[config.mk]
export PLATFORM = sky130hd
export DESIGN_NAME = otq_ctrl
export DESIGN_NICKNAME = d
export VERILOG_FILES = /design/src/rtl/core/otq_pkg.sv /design/src/rtl/core/otq_ctrl.sv
export SDC_FILE = /design/constraint.sdc
export NUM_CORES = 1
export LEC_CHECK = 0
export BUFFER_PORTS_ARGS = -buffer_cell sky130_fd_sc_hd__buf_4
export CAP_MARGIN = 20
export CORE_AREA = 2 2 39 41
export CTS_BUF_LIST = sky130_fd_sc_hd__clkbuf_2
export DETAILED_ROUTE_END_ITERATION = 16
export DIE_AREA = 0 0 41 43
export GPL_ROUTABILITY_DRIVEN = 0
export SETUP_SLACK_MARGIN = 0.05
export SLEW_MARGIN = 30
export SYNTH_ARGS = -nofsm -noshare
export SYNTH_HDL_FRONTEND = slang
export SYNTH_SLANG_ARGS = --single-unit
[constraint.sdc]
create_clock -name i_clk -period 2.74 [get_ports i_clk]
set_input_delay 0 -clock i_clk [delete_from_list [all_inputs] [get_ports i_clk]]
set_output_delay 0 -clock i_clk [all_outputs]
set_load 0.005 [all_outputs]
[src/rtl/core/otq_pkg.sv]
// otq_pkg: shared types and constants for the ordered timer queue.
// Used by otq_ctrl, otq_dpath and ordered_timer_queue. No dependencies.
`default_nettype none

package otq_pkg;

    localparam int unsigned MAX_RESULTS  = 32;
    localparam int unsigned FIELD_TIME_W = 56;
    localparam int unsigned ID_W         = 32;

    localparam logic [1:0] OP_ADD    = 2'd0;
    localparam logic [1:0] OP_CANCEL = 2'd1;
    localparam logic [1:0] OP_TICK   = 2'd2;

    localparam logic [1:0] KIND_ADD    = 2'd0;
    localparam logic [1:0] KIND_CANCEL = 2'd1;
    localparam logic [1:0] KIND_TICK   = 2'd2;

    localparam logic [1:0] ST_OK        = 2'd0;
    localparam logic [1:0] ST_FULL      = 2'd1;
    localparam logic [1:0] ST_NOT_FOUND = 2'd2;

    typedef struct packed {
        logic load;
        logic scan_start;
        logic scan_step;
        logic fire;
        logic emit_add;
        logic emit_cancel;
        logic emit_quiet;
        logic emit_start;
        logic buf_rd;
        logic emit_tick;
    } t_cmd;

    typedef struct packed {
        logic scan_done;
        logic fire_ok;
        logic cnt_zero;
        logic emit_last;
    } t_stat;

endpackage

`default_nettype wire

[src/rtl/core/otq_ctrl.sv]
// otq_ctrl: request sequencer for the ordered timer queue.
// Depends on otq_pkg; drives the command struct of otq_dpath.
`default_nettype none

module otq_ctrl (
    input  wire logic          i_clk,
    input  wire logic          i_rst_n,
    input  wire logic          i_start,
    input  wire logic [1:0]    i_opcode,
    input  wire otq_pkg::t_stat i_stat,
    output otq_pkg::t_cmd      o_cmd,
    output logic               o_busy
);

    typedef enum logic [2:0] {
        S_IDLE,
        S_SCAN,
        S_EMIT_RD,
        S_EMIT_OUT
    } t_state;

    t_state     r_state, n_state;
    logic [1:0] r_op, n_op;
    otq_pkg::t_cmd w_cmd;

    always_comb begin
        w_cmd   = '0;
        n_state = r_state;
        n_op    = r_op;
        unique case (r_state)
            S_IDLE: begin
                if (i_start && (i_opcode == otq_pkg::OP_ADD || i_opcode == otq_pkg::OP_CANCEL
                                || i_opcode == otq_pkg::OP_TICK)) begin
                    w_cmd.load       = 1'b1;
                    w_cmd.scan_start = 1'b1;
                    n_op             = i_opcode;
                    n_state          = S_SCAN;
                end
            end
            S_SCAN: begin
                if (!i_stat.scan_done) begin
                    w_cmd.scan_step = 1'b1;
                end else begin
                    unique case (r_op)
                        otq_pkg::OP_ADD: begin
                            w_cmd.emit_add = 1'b1;
                            n_state        = S_IDLE;
                        end
                        otq_pkg::OP_CANCEL: begin
                            w_cmd.emit_cancel = 1'b1;
                            n_state           = S_IDLE;
                        end
                        default: begin
                            priority if (i_stat.fire_ok) begin
                                w_cmd.fire       = 1'b1;
                                w_cmd.scan_start = 1'b1;
                            end else if (i_stat.cnt_zero) begin
                                w_cmd.emit_quiet = 1'b1;
                                n_state          = S_IDLE;
                            end else begin
                                w_cmd.emit_start = 1'b1;
                                n_state          = S_EMIT_RD;
                            end
                        end
                    endcase
                end
            end
            S_EMIT_RD: begin
                w_cmd.buf_rd = 1'b1;
                n_state      = S_EMIT_OUT;
            end
            S_EMIT_OUT: begin
                w_cmd.emit_tick = 1'b1;
                n_state         = i_stat.emit_last ? S_IDLE : S_EMIT_RD;
            end
            default: begin
                n_state = S_IDLE;
            end
        endcase
    end

    always_ff @(posedge i_clk) begin
        if (!i_rst_n) begin
            r_state <= S_IDLE;
            r_op    <= otq_pkg::OP_ADD;
        end else begin
            r_state <= n_state;
            r_op    <= n_op;
        end
    end

    assign o_cmd  = w_cmd;
    assign o_busy = (r_state != S_IDLE);

endmodule

`default_nettype wire

==> run metrics <==
status=completed; final net count=64; worst reg2reg endpoint=r_op[0]; max-cap viol count=0; Clock Sink Count=4; Synth Cell Area=282.8 sq um; I/O Buffers=19; CP Max Fanout=9; Clock Pin Slew Worst Setup and Hold Paths=0.04 ns; syn_area_per_cell=8.569 sq um; DRC viols=0; Worst R2R Path Depth=3; WP data required=2.74 ns; layout cells sized above 1=50.94%; Max Freq=766.1 MHz; Synth Net Count=42; initial antenna violation count=0; reg2reg setup slack=1.68 ns; vias in the first global route=284; VDD IR-drop max=0.0001300 V; Die X=41 microns; Vias=307; Seq/Total Area, Yosys=28.32%; Fillers=159; Yosys cell types=19; power density cells=353.5 nW/um^2; die height=43 microns; CP max stage cell=dfxtp_1; WS Path Type=reg -> out; Ys Warns=0; Setup crit end=o_cmd[8]; cell leakage power=0.2132 nW; RSZ-0062 raised after global routing=no; Max-slew headroom=79.14%; Yosys top cell area share=28.32%; Worst-Skew Late Latency=0.20 ns; reg2reg start=r_state[1]; num rows=14; CP peak stage delay=0.47 ns; die footprint=1763 sq um; setup repair bufs after CTS=0; drt pass-1 iters=1; DRT antenna net count=0; Setup crit start=r_state[1]; diode count=0; first-pass GRT wire length=1117 microns; Setup-failing EPs final=0; Routed WL per cell=10.12 microns; power after layout=0.0001548 W; Final Hold Fails=0; GRT overflow=0; core area=1384 sq um; leading area contributor after synthesis=dfxtp_1; HP Class=in -> reg; CP Capture Type=output port; CP cell instances=nor2_2 -> and3_1 -> a21o_2 -> buf_4; DR vias/cell=4.449; Starting Density=20.43%; Root Driver=clkbuf_2; CTS tree=built; synthesized flop and latch total=4; Worst-Margin Slew=0.3086 ns; final hold slack=0.04766 ns; ranking of synthesized cells by area=dfxtp_1 28%, buf_6 8.0%, nand2_1 8.0%; setup TNS=0 ns; GRT Util Overall=9.729%; total CTS buffers=3; worst path arrival time=1.31 ns; post-cts repair resize count=0; Max Slew Vio Count=0; largest net degree at the start of global routing=10; Longest Clk Path Bufs=2; Mapped Cells=33; 1st-iter DRT viols=0; CP Launch Type=flip-flop; Layout Area Growth over Synthesis=54.87%; crit path time final=1.305 ns; Top Ports=20; Clock Skew=0.0001926 ns; final wirelength=698 microns; # H-tree levels=1; fin crit share=47.64%; Final Util=31.65%; CTS Hold Bufs=0
-- cells in the mapped netlist --
cell,n
and3_1,1
nand2_1,6
nand4b_1,1
and2_2,1
inv_1,1
and2b_2,1
nor3_2,1
a21oi_1,2
dfxtp_1,4
nor4b_1,2
nor4_1,1
buf_6,2
a21o_2,1
and2_1,1
o21a_1,1
a21boi_0,1
nor2_2,1
mux2i_1,2
nor3b_1,3
-- stage by stage --
step	cell area (sq um)	setup WS (ns)	cells
floorplan	282.8	1.744	33
global route	437.9	1.275	69
detailed placement	422.9	1.644	66
global placement	422.9	1.662	66
CTS	437.9	1.407	69
finish	437.9	1.435	69
-- report_power, final --
group | switching (W) | internal, W
sequential | 0.00000447 | 0.0000618
combinational | 0.0000140 | 0.0000219
clock | 0.0000231 | 0.0000294
-- registers in the layout, indices dropped and copies added (netlist names) --
name,count
r_op,2
r_state,2
-- final cells by class --
type,instances,area [sq um],area share (%)
flip-flops and latches,4,80.08,18.29
well taps,16,20.02,4.571
repair buffers,19,142.6,32.57
multi-input cells,26,176.4,40.29
clock buffers,3,15.01,3.429
inverters,1,3.754,0.8571
-- layout by cell type, fill, tap and decap left out --
cell type  instances
a21boi_0           1
a21o_2             1
a21oi_1            2
and2_1             1
and2_2             1
and2b_2            1
and3_1             1
buf_4             19
clkbuf_2           3
dfxtp_1            4
inv_1              1
mux2i_1            2
nand2_1            6
nand4b_1           1
nor2_2             1
nor3_2             1
nor3b_1            3
nor4_1             1
nor4b_1            2
o21a_1             1
-- worst min-delay path by stage --
stage          slack (ns)          to  startpoint  cells after the start
2_1_floorplan        0.03    o_cmd[2]   i_stat[2]                      1
3_5_place_dp         0.25    o_cmd[2]   i_stat[1]                      3
4_1_cts              0.04  r_state[1]     i_rst_n                      2
5_1_grt              0.04  r_state[1]     i_rst_n                      2
6_report             0.05  r_state[1]     i_rst_n                      2
3_3_place_gp         0.25    o_cmd[2]   i_stat[1]                      3
-- critical path, delay by kind of cell (launching register included) --
kind            cells  cell delay, ns
flops               1            0.47
buf+inv             1            0.13
simple gates        2            0.31
compound gates      1            0.20
-- cells by family (layout without fill, tap and decap cells) --
kind of cell           after synthesis  in the layout  share of synthesized area (%)
AO/OA/AOI/OAI                        5              5                          11.95
buffers and inverters                3             23                          9.290
flip-flops                           4              4                          28.32
multiplexers                         2              2                          7.080
AND/OR/NAND/NOR                     19             19                          43.37
-- per-layer routing --
metal  vias up  GRT usage (%)  part of all wire [%]
li1        158              -                     -
met1       139          9.936                    37
met2        10          15.00                    54
met3         0          3.141                   8.6
met4         0          8.000                     0
met5         -              0                     0
Power figures use the tool's default switching activity.
